<file path="config.mk">
export PLATFORM = sky130hd
export DESIGN_NAME = icmp_echo_request_builder_core
export DESIGN_NICKNAME = d
export VERILOG_FILES = /design/src/design/icbr_pkg.sv /design/src/design/icbr_byte_gen.sv /design/src/design/icbr_csum.sv /design/src/design/icmp_echo_request_builder_core.sv
export SDC_FILE = /design/constraint.sdc
export NUM_CORES = 1
export LEC_CHECK = 0
export ABC_AREA = 1
export BUFFER_PORTS_ARGS = -buffer_cell sky130_fd_sc_hd__clkbuf_2
export CORE_MARGIN = 2
export CORE_UTILIZATION = 40
export DETAILED_ROUTE_END_ITERATION = 10
export PLACE_DENSITY_LB_ADDON = 0.15
export SLEW_MARGIN = 5
export SYNTH_ARGS = -nofsm -noshare
export SYNTH_HDL_FRONTEND = slang
export SYNTH_SLANG_ARGS = --single-unit
export TNS_END_PERCENT = 10
</file>
<file path="constraint.sdc">
create_clock -name clk -period 8.35 [get_ports clk]
set_input_delay 0 -clock clk [delete_from_list [all_inputs] [get_ports clk]]
set_output_delay 0 -clock clk [all_outputs]
set_load 0.05 [all_outputs]
</file>
<file path="src/design/icbr_pkg.sv">
// Shared types and constants for the ICMP echo request builder.
package icbr_pkg;

  localparam int PACKET_BYTES_DEF = 64;
  localparam int MAX_PATTERN_DEF  = 16;
  localparam int PAYLOAD_START    = 24;

  localparam int CFG_IDX_W  = 4;
  localparam int CFG_DATA_W = 64;

  localparam logic [CFG_IDX_W-1:0] REG_IDENT   = CFG_IDX_W'(0);
  localparam logic [CFG_IDX_W-1:0] REG_PAT_LEN = CFG_IDX_W'(1);
  localparam logic [CFG_IDX_W-1:0] REG_PAT_LO  = CFG_IDX_W'(2);
  localparam logic [CFG_IDX_W-1:0] REG_PAT_HI  = CFG_IDX_W'(3);

  localparam logic [7:0] ICMP_TYPE_ECHO = 8'd8;
  localparam logic [7:0] ICMP_CODE_ZERO = 8'd0;

  typedef enum logic [2:0] {
    S_IDLE,
    S_SUM,
    S_FOLD1,
    S_FOLD2,
    S_OUT
  } state_t;

  // checksum unit control
  typedef struct packed {
    logic clr;
    logic add;
    logic fold;
  } cs_ctl_t;

endpackage

</file>
<file path="src/design/icbr_byte_gen.sv">
// Message byte generator: byte at a position, checksum field taken as zero.
module icbr_byte_gen #(
  parameter int PW = 6
) (
  input  logic [PW-1:0] pos,
  input  logic [3:0]    pidx,
  input  logic          incr_mode,
  input  logic [15:0]   identifier,
  input  logic [127:0]  pattern,
  input  logic [15:0]   seq,
  input  logic [62:0]   sec,
  input  logic [19:0]   usec,
  output logic [7:0]    byte_out
);
  import icbr_pkg::*;

  logic [63:0]   sec64;
  logic [63:0]   usec64;
  logic [PW+7:0] off;

  assign sec64  = {1'b0, sec};
  assign usec64 = {44'd0, usec};
  assign off    = {8'd0, pos} - (PW+8)'(PAYLOAD_START);

  always_comb begin
    byte_out = 8'd0;
    if (pos < PW'(8)) begin
      unique case (pos[2:0])
        3'd0: byte_out = ICMP_TYPE_ECHO;
        3'd1: byte_out = ICMP_CODE_ZERO;
        3'd2: byte_out = 8'd0;
        3'd3: byte_out = 8'd0;
        3'd4: byte_out = identifier[15:8];
        3'd5: byte_out = identifier[7:0];
        3'd6: byte_out = seq[15:8];
        3'd7: byte_out = seq[7:0];
        default: byte_out = 8'd0;
      endcase
    end else if (pos < PW'(16)) begin
      byte_out = sec64[pos[2:0]*8 +: 8];
    end else if (pos < PW'(PAYLOAD_START)) begin
      byte_out = usec64[pos[2:0]*8 +: 8];
    end else if (incr_mode) begin
      byte_out = off[7:0];
    end else begin
      byte_out = pattern[pidx*8 +: 8];
    end
  end

endmodule

</file>
<file path="src/design/icbr_csum.sv">
// Ones'-complement checksum accumulator around one shared 32-bit adder.
module icbr_csum (
  input  logic                 clk,
  input  logic                 rst_n,
  input  icbr_pkg::cs_ctl_t    ctl,
  input  logic [15:0]          word,
  output logic [15:0]          csum
);
  import icbr_pkg::*;

  logic [31:0] acc_r;
  logic [31:0] acc_nxt;
  logic [31:0] op_a;
  logic [31:0] op_b;

  // fold: low half + high half; add: acc + word
  assign op_a = ctl.fold ? {16'd0, acc_r[15:0]}  : acc_r;
  assign op_b = ctl.fold ? {16'd0, acc_r[31:16]} : {16'd0, word};

  always_comb begin
    acc_nxt = acc_r;
    if (ctl.clr) begin
      acc_nxt = 32'd0;
    end else if (ctl.add || ctl.fold) begin
      acc_nxt = op_a + op_b;
    end
  end

  always_ff @(posedge clk) begin
    if (!rst_n) begin
      acc_r <= 32'd0;
    end else begin
      acc_r <= acc_nxt;
    end
  end

  assign csum = ~acc_r[15:0];

endmodule

</file>
<file path="src/design/icmp_echo_request_builder_core.sv">
// ICMP echo request builder: top level with sequencer, config and output register.
// Flow: the idle state takes the input beat, then the word-summing pass runs through the
//   single checksum adder, then two folds, then one byte per cycle goes out while the
//   output is not stalled. Input is stalled from acceptance until the last byte is loaded.
// Reset (rst_n low, synchronous): sequencer idle, output empty, all config registers 0.
module icmp_echo_request_builder_core #(
  parameter int PACKET_BYTES = icbr_pkg::PACKET_BYTES_DEF,
  parameter int MAX_PATTERN  = icbr_pkg::MAX_PATTERN_DEF
) (
  input  logic                            clk,
  input  logic                            rst_n,
  // request input
  input  logic                            in_valid,
  output logic                            in_stall,
  input  logic [15:0]                     in_sequence_number,
  input  logic [62:0]                     in_time_seconds,
  input  logic [19:0]                     in_time_microseconds,
  // byte output
  output logic                            out_valid,
  input  logic                            out_stall,
  output logic [7:0]                      out_packet_byte,
  output logic                            out_final_byte,
  // configuration writes
  input  logic                            cfg_wr_en,
  input  logic [icbr_pkg::CFG_IDX_W-1:0]  cfg_index,
  input  logic [icbr_pkg::CFG_DATA_W-1:0] cfg_data
);
  import icbr_pkg::*;

  localparam int PW        = $clog2(PACKET_BYTES);
  localparam int LAST_WORD = ((PACKET_BYTES - 1) / 2) * 2;
  localparam bit ODD_LEN   = (PACKET_BYTES % 2) == 1;

  // advance pattern index, wrapping at the effective pattern length
  function automatic logic [3:0] pat_next(input logic [3:0] p, input logic [4:0] len);
    logic [4:0] q;
    q = {1'b0, p} + 5'd1;
    return (q >= len) ? 4'd0 : q[3:0];
  endfunction

  // ---------------- configuration registers ----------------
  logic [15:0] ident_r;
  logic [4:0]  pat_len_r;
  logic [63:0] pat_lo_r;
  logic [63:0] pat_hi_r;

  always_ff @(posedge clk) begin
    if (!rst_n) begin
      ident_r   <= 16'd0;
      pat_len_r <= 5'd0;
      pat_lo_r  <= 64'd0;
      pat_hi_r  <= 64'd0;
    end else if (cfg_wr_en) begin
      unique case (cfg_index)
        REG_IDENT:   ident_r   <= cfg_data[15:0];
        REG_PAT_LEN: pat_len_r <= cfg_data[4:0];
        REG_PAT_LO:  pat_lo_r  <= cfg_data;
        REG_PAT_HI:  pat_hi_r  <= cfg_data;
        default: ; // unmapped index: ignored
      endcase
    end
  end

  // lengths above the pattern store saturate; zero selects counting bytes
  logic [4:0] plen_eff;
  logic       incr_mode;
  assign plen_eff  = (pat_len_r > 5'(MAX_PATTERN)) ? 5'(MAX_PATTERN) : pat_len_r;
  assign incr_mode = (plen_eff == 5'd0);

  // ---------------- sequencer ----------------
  state_t        state_r, state_nxt;
  logic [PW-1:0] pos_r, pos_nxt;
  logic [3:0]    pidx_r, pidx_nxt;
  logic [15:0]   seq_r;
  logic [62:0]   sec_r;
  logic [19:0]   usec_r;
  logic          out_valid_r, out_valid_nxt;
  logic [7:0]    out_byte_r;
  logic          out_final_r;

  logic          in_beat;
  logic          load_out;
  logic          pos_payload;
  logic [3:0]    pidx_lo;
  logic [PW-1:0] pos_lo;
  logic [7:0]    gen_hi;
  logic [7:0]    gen_lo;
  logic [15:0]   sum_word;
  logic [15:0]   csum;
  logic [7:0]    out_byte_sel;
  cs_ctl_t       cs_ctl;

  assign in_stall    = (state_r != S_IDLE);
  assign in_beat     = in_valid && !in_stall;
  // output register free or draining this cycle
  assign load_out    = (state_r == S_OUT) && (!out_valid_r || !out_stall);
  assign pos_payload = (pos_r >= PW'(PAYLOAD_START));

  // low byte of a summing word sits at the odd neighbour
  assign pos_lo  = pos_r | PW'(1);
  assign pidx_lo = pat_next(pidx_r, plen_eff);

  icbr_byte_gen #(.PW(PW)) u_gen_hi (
    .pos        (pos_r),
    .pidx       (pidx_r),
    .incr_mode  (incr_mode),
    .identifier (ident_r),
    .pattern    ({pat_hi_r, pat_lo_r}),
    .seq        (seq_r),
    .sec        (sec_r),
    .usec       (usec_r),
    .byte_out   (gen_hi)
  );

  icbr_byte_gen #(.PW(PW)) u_gen_lo (
    .pos        (pos_lo),
    .pidx       (pidx_lo),
    .incr_mode  (incr_mode),
    .identifier (ident_r),
    .pattern    ({pat_hi_r, pat_lo_r}),
    .seq        (seq_r),
    .sec        (sec_r),
    .usec       (usec_r),
    .byte_out   (gen_lo)
  );

  // odd-length message: trailing byte pairs with a zero low half
  assign sum_word = (ODD_LEN && (pos_r == PW'(LAST_WORD))) ? {gen_hi, 8'd0}
                                                           : {gen_hi, gen_lo};

  icbr_csum u_csum (
    .clk   (clk),
    .rst_n (rst_n),
    .ctl   (cs_ctl),
    .word  (sum_word),
    .csum  (csum)
  );

  // checksum field replaces bytes 2 and 3 on the way out
  always_comb begin
    if (pos_r == PW'(2)) begin
      out_byte_sel = csum[15:8];
    end else if (pos_r == PW'(3)) begin
      out_byte_sel = csum[7:0];
    end else begin
      out_byte_sel = gen_hi;
    end
  end

  always_comb begin
    state_nxt     = state_r;
    pos_nxt       = pos_r;
    pidx_nxt      = pidx_r;
    cs_ctl        = '0;
    out_valid_nxt = out_valid_r;
    if (out_valid_r && !out_stall) begin
      out_valid_nxt = 1'b0;
    end
    unique case (state_r)
      S_IDLE: begin
        if (in_beat) begin
          state_nxt  = S_SUM;
          pos_nxt    = '0;
          pidx_nxt   = 4'd0;
          cs_ctl.clr = 1'b1;
        end
      end
      S_SUM: begin
        // two bytes per cycle into the accumulator
        cs_ctl.add = 1'b1;
        if (pos_payload) begin
          pidx_nxt = pat_next(pidx_lo, plen_eff);
        end
        if (pos_r == PW'(LAST_WORD)) begin
          state_nxt = S_FOLD1;
        end else begin
          pos_nxt = pos_r + PW'(2);
        end
      end
      S_FOLD1: begin
        cs_ctl.fold = 1'b1;
        state_nxt   = S_FOLD2;
      end
      S_FOLD2: begin
        cs_ctl.fold = 1'b1;
        state_nxt   = S_OUT;
        pos_nxt     = '0;
        pidx_nxt    = 4'd0;
      end
      S_OUT: begin
        if (load_out) begin
          out_valid_nxt = 1'b1;
          if (pos_payload) begin
            pidx_nxt = pidx_lo;
          end
          if (pos_r == PW'(PACKET_BYTES - 1)) begin
            state_nxt = S_IDLE;
            pos_nxt   = '0;
          end else begin
            pos_nxt = pos_r + PW'(1);
          end
        end
      end
      default: state_nxt = S_IDLE;
    endcase
  end

  always_ff @(posedge clk) begin
    if (!rst_n) begin
      state_r     <= S_IDLE;
      pos_r       <= '0;
      pidx_r      <= 4'd0;
      out_valid_r <= 1'b0;
    end else begin
      state_r     <= state_nxt;
      pos_r       <= pos_nxt;
      pidx_r      <= pidx_nxt;
      out_valid_r <= out_valid_nxt;
    end
  end

  // request capture and output payload
  always_ff @(posedge clk) begin
    if (in_beat) begin
      seq_r  <= in_sequence_number;
      sec_r  <= in_time_seconds;
      usec_r <= in_time_microseconds;
    end
    if (load_out) begin
      out_byte_r  <= out_byte_sel;
      out_final_r <= (pos_r == PW'(PACKET_BYTES - 1));
    end
  end

  assign out_valid       = out_valid_r;
  assign out_packet_byte = out_byte_r;
  assign out_final_byte  = out_final_r;

endmodule

</file>
==> impl_metrics.tcl <==
set metrics [dict create \
    track_usage 0.279 \
    port-buffer-count 182 \
    antenna_violating_nets_post_route 0 \
    hold-path-cell-count 3 \
    hold_fix_buffers_at_cts 168 \
    final_nets 2650 \
    cts_setup_buffers 0 \
    syn_nets 2379 \
    cts.path.max_buffers 3 \
    globalRouteMet2Util 0.425 \
    irDropWorstVdd_mv 0.185 \
    r2r_setup_slack_ns 2.04 \
    worst_path_max_delay_cell "sky130_fd_sc_hd__dfxtp_1" \
    floorplan.initialDensity 0.408 \
    setup_viol 0 \
    drt-wirelength-per-cell_um 20.0 \
    htreeDepth 2 \
    number_of_fill_cells_in_the_layout 3898 \
    core_sq_mm 0.0400 \
    reg2reg_depth 31 \
    timing.critical_path.mode_cell "sky130_fd_sc_hd__nand2_1" \
    netlist_instances 2167 \
    synth_enable_flop_cells 108 \
    finalSetupTns_ns 0 \
    die_w_um 206 \
    antenna-diode-count 0 \
    worst_path_largest_cell_delay_ns 0.92 \
    maxCapViolations 0 \
    post-route-drc-count 0 \
    layout-area-overhead-vs-synth_pct 24.6 \
    final_hpwl_dp_um 42200 \
    ffs_latches_synth 303 \
    timing.critical_path.to_type "flip-flop" \
    hold-path-endpoint "pat_hi_r[55]" \
    finalWeightedCongestion 0.969 \
    final_period_minus_worst_setup_slack_ns 6.31 \
    yosysUniqueCellTypes 60 \
    number_of_global_route_vias_before_repair 15400 \
    fp.dieH_um 206 \
    synthesis.area_per_instance_sq_um 7.53 \
    critPathLaunchType "flip-flop" \
    share_of_synthesized_flip_flops_with_an_asynchronous_set_or_reset 0 \
    globalRoute.totalOverflow 0 \
    groute.layer.met1.usage 0.400 \
    grt_start_max_net_pins 80 \
    synth_area_sq_mm 0.0163 \
    maximum_clock_frequency_ghz 0.159 \
    dp_worst_setup_slack_ns 2.23 \
    finalInstanceArea_sq_mm 0.0203 \
    final_critical_path_setup_slack_ns 2.04 \
    slew_violations 0 \
    grt_antenna_before_repair 3 \
    cts_sinks 303 \
    relSlewSlack 0.334 \
    timing_worst_setup_path_type "reg2reg" \
    hold_class "in2reg" \
    dieArea_sq_mm 0.0424 \
    outcome "completed" \
    grt_first_pass_wirelength_um 89800 \
    ys_seq_area_frac 0.438 \
    routed_via_density 5.48 \
    ios 183 \
    via_count 16400 \
    cts_resized 0 \
    tightestPinTransition_ns 0.996 \
    clkTransAtPathRegs_ns 0.06 \
    tritoncts_clock_tree "built" \
    detail_route.wirelength_um 59600 \
    std_cell_rows 73 \
    tritoncts.num_buffers 35 \
    hold_path.startpoint "rst_n" \
    insertion_delay_ns 0.58 \
    power_density_mw_per_mm2 269 \
    final-hold-violation-count 0 \
    initialDrtViolationCount 1643 \
    worst_r2r_start "pidx_r[2]" \
    rsz_0062_raised_after_global_routing "no" \
    place_area_sq_mm 0.0174 \
    grt_most_used_layer "met2" \
    timing.critical_path.required_ns 8.80 \
    skew_ns 0.0308 \
    grt.met3_usage 0.0464 \
    share_of_post_route_cells_with_drive_strength_above_1 0.116 \
    first_pass_iters 6 \
    leakagePower_nw 8.15 \
    synth-main-ff-cell "sky130_fd_sc_hd__dfxtp_1" \
    cp_data_arrival_time_ns 6.75 \
    root_cell_of_the_clock_tree "sky130_fd_sc_hd__clkbuf_16" \
    min_period_over_period 0.755 \
    crit_path_max_fanout 26 \
    ys_warn_count 0 \
    worst_r2r_endpoint "u_csum.acc_r[14]" \
]
==> logic make-up after synthesis <==
| logic type | synth area share |
|---|---|
| compound gates | 0.244 |
| xor+xnor | 0.00859 |
| fa+ha+maj | 0.0311 |
| buf+inv | 0.101 |
| flops | 0.438 |
| simple gates | 0.177 |
==> layout by cell type, fill, tap and decap left out, types with 8 or more instances in the layout <==
| cell type | count |
|---|---|
| sky130_fd_sc_hd__nand2_1 | 333 |
| sky130_fd_sc_hd__a221oi_1 | 10 |
| sky130_fd_sc_hd__nand3_1 | 142 |
| sky130_fd_sc_hd__o211ai_1 | 39 |
| sky130_fd_sc_hd__o221ai_1 | 12 |
| sky130_fd_sc_hd__ha_1 | 39 |
| sky130_fd_sc_hd__dlygate4sd3_1 | 168 |
| sky130_fd_sc_hd__inv_1 | 254 |
| sky130_fd_sc_hd__nor2_1 | 136 |
| sky130_fd_sc_hd__edfxtp_1 | 108 |
| sky130_fd_sc_hd__dfxtp_1 | 194 |
| sky130_fd_sc_hd__clkbuf_16 | 35 |
| sky130_fd_sc_hd__xor2_1 | 11 |
| sky130_fd_sc_hd__nor3_1 | 12 |
| sky130_fd_sc_hd__buf_4 | 24 |
| sky130_fd_sc_hd__nand4_1 | 27 |
| sky130_fd_sc_hd__o21ai_0 | 305 |
| sky130_fd_sc_hd__a21oi_1 | 299 |
| sky130_fd_sc_hd__a211oi_1 | 8 |
| sky130_fd_sc_hd__clkbuf_2 | 181 |
==> stage by stage <==
step | cells | util | hold WS, ns | total power, mW
global placement | 2758 | 0.436 | 0.177 | 3.74
detailed placement | 2758 | 0.436 | 0.179 | 3.75
floorplan | 2167 | - | 0.0989 | 3.21
finish | 2987 | 0.508 | 0.0241 | 5.46
global route | 2987 | 0.508 | 0.0643 | 5.75
CTS | 2987 | 0.508 | 0.0128 | 5.45
==> layout make-up <==
class                           instances  area, sq um  area share
Sequential cell                       303         7150       0.352
Clock inverter                         15          244      0.0120
Timing Repair Buffer                  373         2770       0.136
Inverter                              266         1000      0.0494
Clock buffer                           46          957      0.0471
Multi-Input combinational cell       1459         7550       0.371
Tap cell                              525          657      0.0323
==> synthesized netlist by cell type, types with 11 or more instances <==
master                     instances  area [sq um]
sky130_fd_sc_hd__nand2_1         333          1250
sky130_fd_sc_hd__o21ai_0         305          1530
sky130_fd_sc_hd__a21oi_1         299          1500
sky130_fd_sc_hd__inv_1           254           953
sky130_fd_sc_hd__dfxtp_1         195          3900
sky130_fd_sc_hd__nand3_1         144           721
sky130_fd_sc_hd__nor2_1          137           514
sky130_fd_sc_hd__edfxtp_1        108          3240
sky130_fd_sc_hd__clkbuf_1         96           360
sky130_fd_sc_hd__ha_1             39           488
sky130_fd_sc_hd__o211ai_1         39           293
sky130_fd_sc_hd__nand4_1          27           169
sky130_fd_sc_hd__buf_2            17          85.1
sky130_fd_sc_hd__nor3_1           12          60.1
sky130_fd_sc_hd__o221ai_1         12           105
sky130_fd_sc_hd__buf_6            11           124
sky130_fd_sc_hd__xor2_1           11          96.3
==> critical path, delay by kind of cell (launching register included) <==
family | cells | cell delay [ns]
flip-flops | 1 | 0.92
XOR/XNOR | 1 | 0.24
adder cells (fa/ha/maj) | 3 | 0.90
AO/OA/AOI/OAI | 6 | 1.42
buffers and inverters | 4 | 0.67
AND/OR/NAND/NOR | 17 | 2.05
==> sequential cells by signal (all words and copies together) (netlist names), 3 cells and up <==
signal,cells
usec_r,20
sec_r,63
pat_lo_r,64
u_csum.acc_r,32
state_r,3
pat_hi_r,64
pat_len_r,5
seq_r,16
out_packet_byte,8
pidx_r,4
ident_r,16
pos_r,6
==> per-layer routing <==
layer,wire [um],share of wire,vias up
li1,-,-,7968
met1,27500,0.46,7670
met2,26200,0.44,629
met3,4210,0.071,92
met4,1710,0.029,2
met5,13,0.00022,-
==> power breakdown <==
part	leakage (nW)	internal [mW]	switching, mW	total [mW]
registers	2.61	1.72	0.107	1.83
clock network	0.589	0.973	0.660	1.63
logic	4.95	0.598	1.40	2.00
total	8.15	3.29	2.17	5.46
==> worst max path at each step <==
stage	from	to	slack, ns	depth (start not counted)
floorplan	state_r[0]	sec_r[0]	2.68	3
global placement	pidx_r[2]	u_csum.acc_r[27]	2.32	34
CTS	pidx_r[2]	u_csum.acc_r[14]	2.21	31
global route	pidx_r[2]	u_csum.acc_r[27]	1.56	33
detailed placement	pidx_r[2]	u_csum.acc_r[14]	2.23	31
finish	pidx_r[2]	u_csum.acc_r[14]	2.04	31
No activity file was read; power rests on OpenSTA's default activity.
